--- src/ipv4_host_port_parser_assert.svh ---
// Assertion macros for the IPv4 host:port parser.
// Taken in by `include in the modules that check their own logic.
`ifndef IPV4_HOST_PORT_PARSER_ASSERT_SVH
`define IPV4_HOST_PORT_PARSER_ASSERT_SVH

`ifndef SYNTHESIS
// Same-cycle implication, checked out of reset
`define IHPP_ASSERT_IMPLY(lbl, clock, reset, ante, cons) \
  lbl: assert property (@(posedge clock) disable iff (reset) (ante) |-> (cons)) \
    else $error("ihpp assertion failed");
// Next-cycle implication, checked out of reset
`define IHPP_ASSERT_NEXT(lbl, clock, reset, ante, cons) \
  lbl: assert property (@(posedge clock) disable iff (reset) (ante) |=> (cons)) \
    else $error("ihpp assertion failed");
`else
`define IHPP_ASSERT_IMPLY(lbl, clock, reset, ante, cons)
`define IHPP_ASSERT_NEXT(lbl, clock, reset, ante, cons)
`endif

`endif

--- src/ihpp_pkg.sv ---
// Package for the IPv4 host:port parser: transfer types, status codes,
// character codes and limits. No dependencies.
`timescale 1ns / 1ps
`default_nettype none

package ihpp_pkg;

  // Width of the byte offset counter
  localparam int unsigned POS_W = 8;
  localparam logic [POS_W-1:0] POS_LIMIT = {POS_W{1'b1}};

  // Status codes as seen on the result
  localparam logic [2:0] STAT_WAIT   = 3'd0;
  localparam logic [2:0] STAT_OCTETS = 3'd1;
  localparam logic [2:0] STAT_COLON  = 3'd2;
  localparam logic [2:0] STAT_PORT   = 3'd3;
  localparam logic [2:0] STAT_TRAIL  = 3'd4;
  localparam logic [2:0] STAT_CR     = 3'd5;
  localparam logic [2:0] STAT_DONE   = 3'd6;
  localparam logic [2:0] STAT_ERROR  = 3'd7;

  // Limits
  localparam logic [11:0] OCTET_MAX   = 12'd255;
  localparam logic [19:0] PORT_MAX    = 20'd65535;
  localparam logic [1:0]  DOTS_NEEDED = 2'd3;

  // ASCII codes
  localparam logic [7:0] CH_ZERO  = 8'h30;
  localparam logic [7:0] CH_NINE  = 8'h39;
  localparam logic [7:0] CH_SPACE = 8'h20;
  localparam logic [7:0] CH_DOT   = 8'h2E;
  localparam logic [7:0] CH_COLON = 8'h3A;
  localparam logic [7:0] CH_CR    = 8'h0D;
  localparam logic [7:0] CH_LF    = 8'h0A;

  typedef struct packed {
    logic [7:0] byte_value;
    logic       restart;
  } in_item_t;

  typedef struct packed {
    logic [2:0]  parse_status;
    logic [7:0]  host_start;
    logic [7:0]  host_end;
    logic [15:0] port_value;
    logic        done_res;
    logic        failed;
  } out_item_t;

  // Byte offset clamped to 8 bits
  function automatic logic [7:0] sat8(input logic [POS_W-1:0] pos);
    logic [POS_W+7:0] ext;
    ext = {8'b0, pos};
    return (ext > (POS_W+8)'(255)) ? 8'hFF : ext[7:0];
  endfunction

endpackage

`default_nettype wire

--- src/ihpp_in_stage.sv ---
// Input register of the IPv4 host:port parser.
// Holds one request transfer until the parser step takes it; uses ihpp_pkg.
`timescale 1ns / 1ps
`default_nettype none

module ihpp_in_stage
  import ihpp_pkg::*;
(
  input  wire logic     clk,
  input  wire logic     rst,
  input  wire logic     req_valid,
  output logic          req_stall,
  input  wire in_item_t req,
  input  wire logic     advance,
  output logic          held_valid,
  output in_item_t      held
);

  // Stall only while a held byte cannot move on
  assign req_stall = held_valid & ~advance;

  always_ff @(posedge clk) begin
    if (rst) begin
      held_valid <= 1'b0;
    end else if (!req_stall) begin
      held_valid <= req_valid;
    end
  end

  always_ff @(posedge clk) begin
    if (!req_stall && req_valid) begin
      held <= req;
    end
  end

endmodule

`default_nettype wire

--- src/ihpp_fsm.sv ---
// Parser state and per-byte update for the IPv4 host:port parser.
// State advances once per byte handed on; uses ihpp_pkg and the assert macros.
`timescale 1ns / 1ps
`default_nettype none

`include "ipv4_host_port_parser_assert.svh"

module ihpp_fsm
  import ihpp_pkg::*;
(
  input  wire logic     clk,
  input  wire logic     rst,
  input  wire logic     advance,
  input  wire in_item_t item,
  output out_item_t     result
);

  typedef enum logic [2:0] {
    ST_WAIT   = STAT_WAIT,
    ST_OCTETS = STAT_OCTETS,
    ST_COLON  = STAT_COLON,
    ST_PORT   = STAT_PORT,
    ST_TRAIL  = STAT_TRAIL,
    ST_CR     = STAT_CR,
    ST_DONE   = STAT_DONE,
    ST_ERROR  = STAT_ERROR
  } state_t;

  state_t           state, state_next;
  logic [7:0]       octet_value, octet_value_next;
  logic [1:0]       dot_count, dot_count_next;
  logic [15:0]      port_accum, port_accum_next;
  logic [POS_W-1:0] byte_position, byte_position_next;
  logic [7:0]       start_offset, start_offset_next;
  logic [7:0]       end_offset, end_offset_next;

  // Values the byte works on: restart clears them first
  state_t           b_state;
  logic [7:0]       b_octet;
  logic [1:0]       b_dots;
  logic [15:0]      b_port;
  logic [POS_W-1:0] b_pos;
  logic [7:0]       b_start;
  logic [7:0]       b_end;

  logic [7:0]  c;
  logic [7:0]  c_off;
  logic [3:0]  digit;
  logic        is_digit;
  logic        active;
  logic [11:0] octet_ext, octet_sum;
  logic [19:0] port_ext, port_sum;

  always_comb begin
    if (item.restart) begin
      b_state = ST_WAIT;
      b_octet = '0;
      b_dots  = '0;
      b_port  = '0;
      b_pos   = '0;
      b_start = '0;
      b_end   = '0;
    end else begin
      b_state = state;
      b_octet = octet_value;
      b_dots  = dot_count;
      b_port  = port_accum;
      b_pos   = byte_position;
      b_start = start_offset;
      b_end   = end_offset;
    end
  end

  // Digit decode and decimal accumulate (x*10 as two shifts)
  assign c         = item.byte_value;
  assign c_off     = c - CH_ZERO;
  assign digit     = c_off[3:0];
  assign is_digit  = (c >= CH_ZERO) && (c <= CH_NINE);
  assign octet_ext = {4'b0, b_octet};
  assign octet_sum = (octet_ext << 3) + (octet_ext << 1) + {8'b0, digit};
  assign port_ext  = {4'b0, b_port};
  assign port_sum  = (port_ext << 3) + (port_ext << 1) + {16'b0, digit};
  assign active    = (b_state != ST_DONE) && (b_state != ST_ERROR);

  // Per-byte state update
  always_comb begin
    state_next         = b_state;
    octet_value_next   = b_octet;
    dot_count_next     = b_dots;
    port_accum_next    = b_port;
    byte_position_next = b_pos;
    start_offset_next  = b_start;
    end_offset_next    = b_end;
    if (active) begin
      unique case (b_state)
        ST_WAIT: begin
          if (c == CH_SPACE) begin
            state_next = ST_WAIT;
          end else if (is_digit) begin
            state_next        = ST_OCTETS;
            start_offset_next = sat8(b_pos);
            octet_value_next  = {4'b0, digit};
          end else begin
            state_next = ST_ERROR;
          end
        end
        ST_OCTETS: begin
          if (is_digit) begin
            if (octet_sum > OCTET_MAX) begin
              state_next = ST_ERROR;
            end else begin
              octet_value_next = octet_sum[7:0];
            end
          end else if (c == CH_DOT && b_dots != DOTS_NEEDED) begin
            dot_count_next   = b_dots + 2'd1;
            octet_value_next = '0;
          end else if (c == CH_COLON && b_dots == DOTS_NEEDED) begin
            end_offset_next = sat8(b_pos);
            state_next      = ST_COLON;
          end else begin
            state_next = ST_ERROR;
          end
        end
        ST_COLON: begin
          if (is_digit) begin
            port_accum_next = {12'b0, digit};
            state_next      = ST_PORT;
          end else begin
            state_next = ST_ERROR;
          end
        end
        ST_PORT: begin
          // other characters inside the port are skipped
          if (is_digit) begin
            if (port_sum > PORT_MAX) begin
              state_next = ST_ERROR;
            end else begin
              port_accum_next = port_sum[15:0];
            end
          end else if (c == CH_SPACE) begin
            state_next = ST_TRAIL;
          end else if (c == CH_CR) begin
            state_next = ST_CR;
          end
        end
        ST_TRAIL: begin
          if (c == CH_SPACE) begin
            state_next = ST_TRAIL;
          end else if (c == CH_CR) begin
            state_next = ST_CR;
          end else begin
            state_next = ST_ERROR;
          end
        end
        ST_CR: begin
          state_next = (c == CH_LF) ? ST_DONE : ST_ERROR;
        end
        default: begin
          state_next = ST_ERROR;
        end
      endcase
      if (b_pos != POS_LIMIT) begin
        byte_position_next = b_pos + POS_W'(1);
      end
    end
  end

  // State registers, updated once per byte handed on
  always_ff @(posedge clk) begin
    if (rst) begin
      state         <= ST_WAIT;
      octet_value   <= '0;
      dot_count     <= '0;
      port_accum    <= '0;
      byte_position <= '0;
      start_offset  <= '0;
      end_offset    <= '0;
    end else if (advance) begin
      state         <= state_next;
      octet_value   <= octet_value_next;
      dot_count     <= dot_count_next;
      port_accum    <= port_accum_next;
      byte_position <= byte_position_next;
      start_offset  <= start_offset_next;
      end_offset    <= end_offset_next;
    end
  end

  // Result reflects the state after this byte
  always_comb begin
    result.parse_status = state_next;
    result.host_start   = start_offset_next;
    result.host_end     = end_offset_next;
    result.port_value   = port_accum_next;
    result.done_res     = (state_next == ST_DONE);
    result.failed       = (state_next == ST_ERROR);
  end

  // Once finished, bytes without restart leave the offset alone
  `IHPP_ASSERT_NEXT(a_hold_pos, clk, rst, advance && !item.restart && (state == ST_DONE || state == ST_ERROR), $stable(byte_position))
  // Restart always lands in one of the first-byte outcomes
  `IHPP_ASSERT_NEXT(a_restart, clk, rst, advance && item.restart, state == ST_WAIT || state == ST_OCTETS || state == ST_ERROR)
  // The port is only ever reached after all three dots
  `IHPP_ASSERT_IMPLY(a_dots, clk, rst, state == ST_COLON || state == ST_PORT || state == ST_TRAIL || state == ST_CR, dot_count == DOTS_NEEDED)

endmodule

`default_nettype wire

--- src/ipv4_host_port_parser.sv ---
// Takes Host header value bytes one per cycle while no stall holds them, checks
// a.b.c.d:port CR LF and reports status, host offsets and port for every byte.
// The block accepts a byte in every cycle unless stalled and returns one result
// per byte: the input register takes the byte, then the state update loads the
// result register, from which the result can leave. Stalls on the result side
// back up through the input register without loss. No memories; nothing to
// clear after reset.
// Depends on ihpp_pkg, ihpp_in_stage, ihpp_fsm and the assert macros.
`timescale 1ns / 1ps
`default_nettype none

`include "ipv4_host_port_parser_assert.svh"

module ipv4_host_port_parser
  import ihpp_pkg::*;
(
  input  wire logic     clk,
  input  wire logic     rst,
  input  wire logic     req_valid,
  output logic          req_stall,
  input  wire in_item_t req,
  output logic          res_valid,
  input  wire logic     res_stall,
  output out_item_t     res
);

  logic      held_valid;
  in_item_t  held;
  logic      advance;
  out_item_t result;

  // A held byte moves on when the result register is free or draining
  assign advance = held_valid & (~res_valid | ~res_stall);

  ihpp_in_stage u_in_stage (
    .clk        (clk),
    .rst        (rst),
    .req_valid  (req_valid),
    .req_stall  (req_stall),
    .req        (req),
    .advance    (advance),
    .held_valid (held_valid),
    .held       (held)
  );

  ihpp_fsm u_fsm (
    .clk     (clk),
    .rst     (rst),
    .advance (advance),
    .item    (held),
    .result  (result)
  );

  // Result register
  always_ff @(posedge clk) begin
    if (rst) begin
      res_valid <= 1'b0;
    end else if (advance) begin
      res_valid <= 1'b1;
    end else if (!res_stall) begin
      res_valid <= 1'b0;
    end
  end

  always_ff @(posedge clk) begin
    if (advance) begin
      res <= result;
    end
  end

  `IHPP_ASSERT_IMPLY(a_excl, clk, rst, res_valid, !(res.done_res && res.failed))
  `IHPP_ASSERT_IMPLY(a_done, clk, rst, res_valid, res.done_res == (res.parse_status == STAT_DONE))
  `IHPP_ASSERT_IMPLY(a_fail, clk, rst, res_valid, res.failed == (res.parse_status == STAT_ERROR))

endmodule

`default_nettype wire
--- config.mk ---
export PLATFORM = sky130hd
export DESIGN_NAME = ipv4_host_port_parser
export DESIGN_NICKNAME = d
export VERILOG_FILES = /design/src/ihpp_pkg.sv /design/src/ihpp_in_stage.sv /design/src/ihpp_fsm.sv /design/src/ipv4_host_port_parser.sv
export VERILOG_INCLUDE_DIRS = /design/src /design/src/src
export SDC_FILE = /design/constraint.sdc
export NUM_CORES = 1
export LEC_CHECK = 0
export BUFFER_PORTS_ARGS = -buffer_cell sky130_fd_sc_hd__buf_2
export CAP_MARGIN = 20
export CORE_MARGIN = 5
export CORE_UTILIZATION = 50
export CTS_BUF_LIST = sky130_fd_sc_hd__clkbuf_4 sky130_fd_sc_hd__clkbuf_8 sky130_fd_sc_hd__clkbuf_16
export DETAILED_ROUTE_END_ITERATION = 8
export PLACE_DENSITY = 0.68
export SYNTH_ARGS = -nofsm -noshare
export SYNTH_HDL_FRONTEND = slang
export SYNTH_SLANG_ARGS = --single-unit
--- constraint.sdc ---
create_clock -name clk -period 8.7 [get_ports clk]
set_input_delay 1.74 -clock clk [delete_from_list [all_inputs] [get_ports clk]]
set_output_delay 1.74 -clock clk [all_outputs]
set_load 0.02 [all_outputs]
==> results.json <==
{
  "outcome": "finished clean",
  "leakagePower_nw": 2.83,
  "endpoint": "u_fsm.port_accum[3]",
  "r2r_slack_ns": 3.20,
  "r2r-end": "u_fsm.port_accum[3]",
  "r2r_cells": 14,
  "viasPerCell": 6.08,
  "dieArea_sq_um": 15600,
  "async_flop_share": 0,
  "r2r_start": "u_in_stage.held[0]",
  "grt_max_degree": 79,
  "drt_wl_total_mm": 16.4,
  "portBuffers": 51,
  "synth.most_common_cell": "nand2_1",
  "holdWs_ns": 0.457,
  "grt_pass1_wl_mm": 27.1,
  "path_common_cell": "ha_1",
  "final_util": 0.549,
  "drv_cap": 0,
  "hold_path.class": "reg2reg",
  "min_period_over_period": 0.633,
  "slew_violations": 0,
  "relSlewSlack": 0.330,
  "cts-buffers-inserted": 9,
  "die_x_um": 125,
  "synthesis.instances": 746,
  "std_cell_rows": 42,
  "path_delay_family": "compound AO/OA/AOI/OAI gates",
  "dr.pass1.iters": 5,
  "worstPathArrival_ns": 5.75,
  "synth_flop_cell": "dfxtp_1",
  "grtUsageTotal": 0.207,
  "die_y_um": 125,
  "h-tree-depth": 3,
  "tns_ns": 0,
  "finalNonFillerCells": 947,
  "cts_resized": 0,
  "antenna_found_initial": 0,
  "synth_edf_count": 46,
  "fin_nets": 830,
  "vias": 5757,
  "synth_area_leaders": "edfxtp_1 (21%), dfxtp_1 (17%), ha_1 (9.1%)",
  "finalCriticalPeriod_ns": 5.50,
  "crit_buf_inv": 3,
  "pre_cts_ws_ns": 3.33,
  "antenna_cells": 0,
  "path_depth": 14,
  "syn_avg_cell_area_sq_um": 8.87,
  "syn_nets": 810,
  "cpPeakStageDelay_ns": 0.72,
  "yosys-top-cells-count": "nand2_1 (99), nor2_1 (66), a21oi_1 (61)",
  "core_area_sq_um": 13100,
  "peakVddDrop_mv": 0.150,
  "detailed_place_hpwl_mm": 11.7,
  "numClockSinks": 101,
  "clk-insertion-delay-late_ns": 0.36,
  "p_per_area_nw_per_um2": 146,
  "cts_tree": "done",
  "grt_pass1_vias": 5484,
  "slowest_stage": "clkinv_1",
  "worst_ep_required_time_ns": 8.95,
  "worst_slack_ns": 3.20,
  "cp_cell_sequence": "buf_4 > clkinv_1 > nand2_1 > inv_1 > ha_1 > ha_1 > and4_2 > o2111ai_1 > a211oi_1 > o21ai_0 > a2111oi_4 > and3_1 > mux2_2 > a311oi_1",
  "path_class": "reg2reg",
  "max_freq_mhz": 182,
  "end_kind": "register",
  "rsz0062_at_grt": "no",
  "power.total_mw": 1.05,
  "drcViolationCount": 0,
  "place_area_sq_um": 6890,
  "yosys_warnings": 0,
  "ys_seq_area_frac": 0.375,
  "place_congestion": 0.888,
  "syn2layout_area_growth_pct": 8.53,
  "synth.distinct_cells": 77,
  "setup_viol": 0,
  "path_clk_slew_ns": 0.08,
  "finalClockSkew_ns": 0.00871,
  "ys_ff_latch": 101,
  "start_util": 0.506,
  "clk_path_buf_depth": 2,
  "root_buffer": "clkbuf_16",
  "placed_cells": 931,
  "grt_overflow": 0,
  "synth.cell_area_sq_um": 6620,
  "wl_per_cell_um": 17.4,
  "final_antenna_net_count": 0,
  "ios": 52,
  "critPathLaunch": "u_in_stage.held[0]",
  "synth_area_leader_cell": "edfxtp_1",
  "fin_area_sq_um": 7180,
  "initialDrtViolationCount": 548,
  "ctsHoldBuffers": 0,
  "num-fill-cells": 1198,
  "postCtsSetupRepairBufs": 0,
  "worstMarginPinSlew_ns": 1.00,
  "drive_gt1_frac": 0.134,
  "critPathMaxFanout": 61,
  "finalHoldViolCount": 0,
  "yosysTopAreaCellShare": 0.209,
  "start_kind": "register"
}
==> report_power, final <==
part           switching, mW  internal (mW)  total [mW]
sequential            0.0135          0.514       0.527
combinational         0.0839         0.0396       0.123
clock                  0.198          0.202       0.400
==> cell usage in the layout (no fill, tap or decap), types with 10 or more instances in the layout <==
cell	count
a22oi_1	15
o21ai_0	49
edfxtp_1	46
nand2_1	99
nor2_1	66
mux2_2	11
nor2b_1	22
nor3_1	10
xnor2_1	10
mux2i_1	19
nand3_1	17
a21oi_1	61
dfxtp_1	55
ha_1	48
buf_2	51
inv_1	23
==> worst min path at each step <==
| stage | startpoint | end | slack, ns | depth (start not counted) |
|---|---|---|---|---|
| after floorplan | u_fsm.end_offset[0] | u_fsm.end_offset[0] | 0.44 | 2 |
| after global placement | u_fsm.start_offset[7] | u_fsm.start_offset[7] | 0.44 | 2 |
| after detailed placement | u_fsm.end_offset[3] | u_fsm.end_offset[3] | 0.45 | 2 |
| after CTS | u_fsm.start_offset[0] | u_fsm.start_offset[0] | 0.46 | 2 |
| after global routing | u_fsm.end_offset[2] | u_fsm.end_offset[2] | 0.49 | 2 |
| final | u_fsm.end_offset[3] | u_fsm.end_offset[3] | 0.46 | 2 |
==> flip-flops by register name (all words and copies together) (netlist names) <==
register and count:
res 37, u_fsm.byte_position 8, u_in_stage.held 9, u_fsm.dot_count 2, u_fsm.state 3, u_fsm.start_offset 8, u_fsm.end_offset 8, u_in_stage.held_valid 1
u_fsm.octet_value 8, u_fsm.port_accum 16, res_valid 1
==> per-layer routing <==
metal,track usage,vias to the layer above,part of all wire,wire length [um]
met3,0.0448,22,0.062,1010
met5,0,-,0,0
li1,-,2773,-,-
met4,0.0574,0,0.018,294
met1,0.288,2746,0.46,7600
met2,0.328,216,0.46,7530
==> tightest hold or removal path: stages (launching register included) <==
cell and delay, ns:
dfxtp_1 0.31, nand2_1 0.05, a21oi_1 0.05
==> cell families (layout without fill, tap and decap cells) <==
group           count (synthesis)  after routing  synth area share
simple gates                  268            268             0.196
compound gates                208            208             0.209
flops                         101            101             0.375
buf+inv                        71             96            0.0497
fa+ha+maj                      51             51            0.0998
mux                            30             30            0.0474
xor+xnor                       17             17            0.0225
==> layout make-up <==
class	instances	area, sq um	area share
multi-input cells	574	3810	0.530
flip-flops and latches	101	2480	0.346
repair buffers	55	285	0.0397
clock buffers	9	225	0.0314
well taps	176	220	0.0307
inverters	25	93.8	0.0131
clock inverters	7	68.8	0.00958
Note: power is estimated with default switching activity, not from simulation.
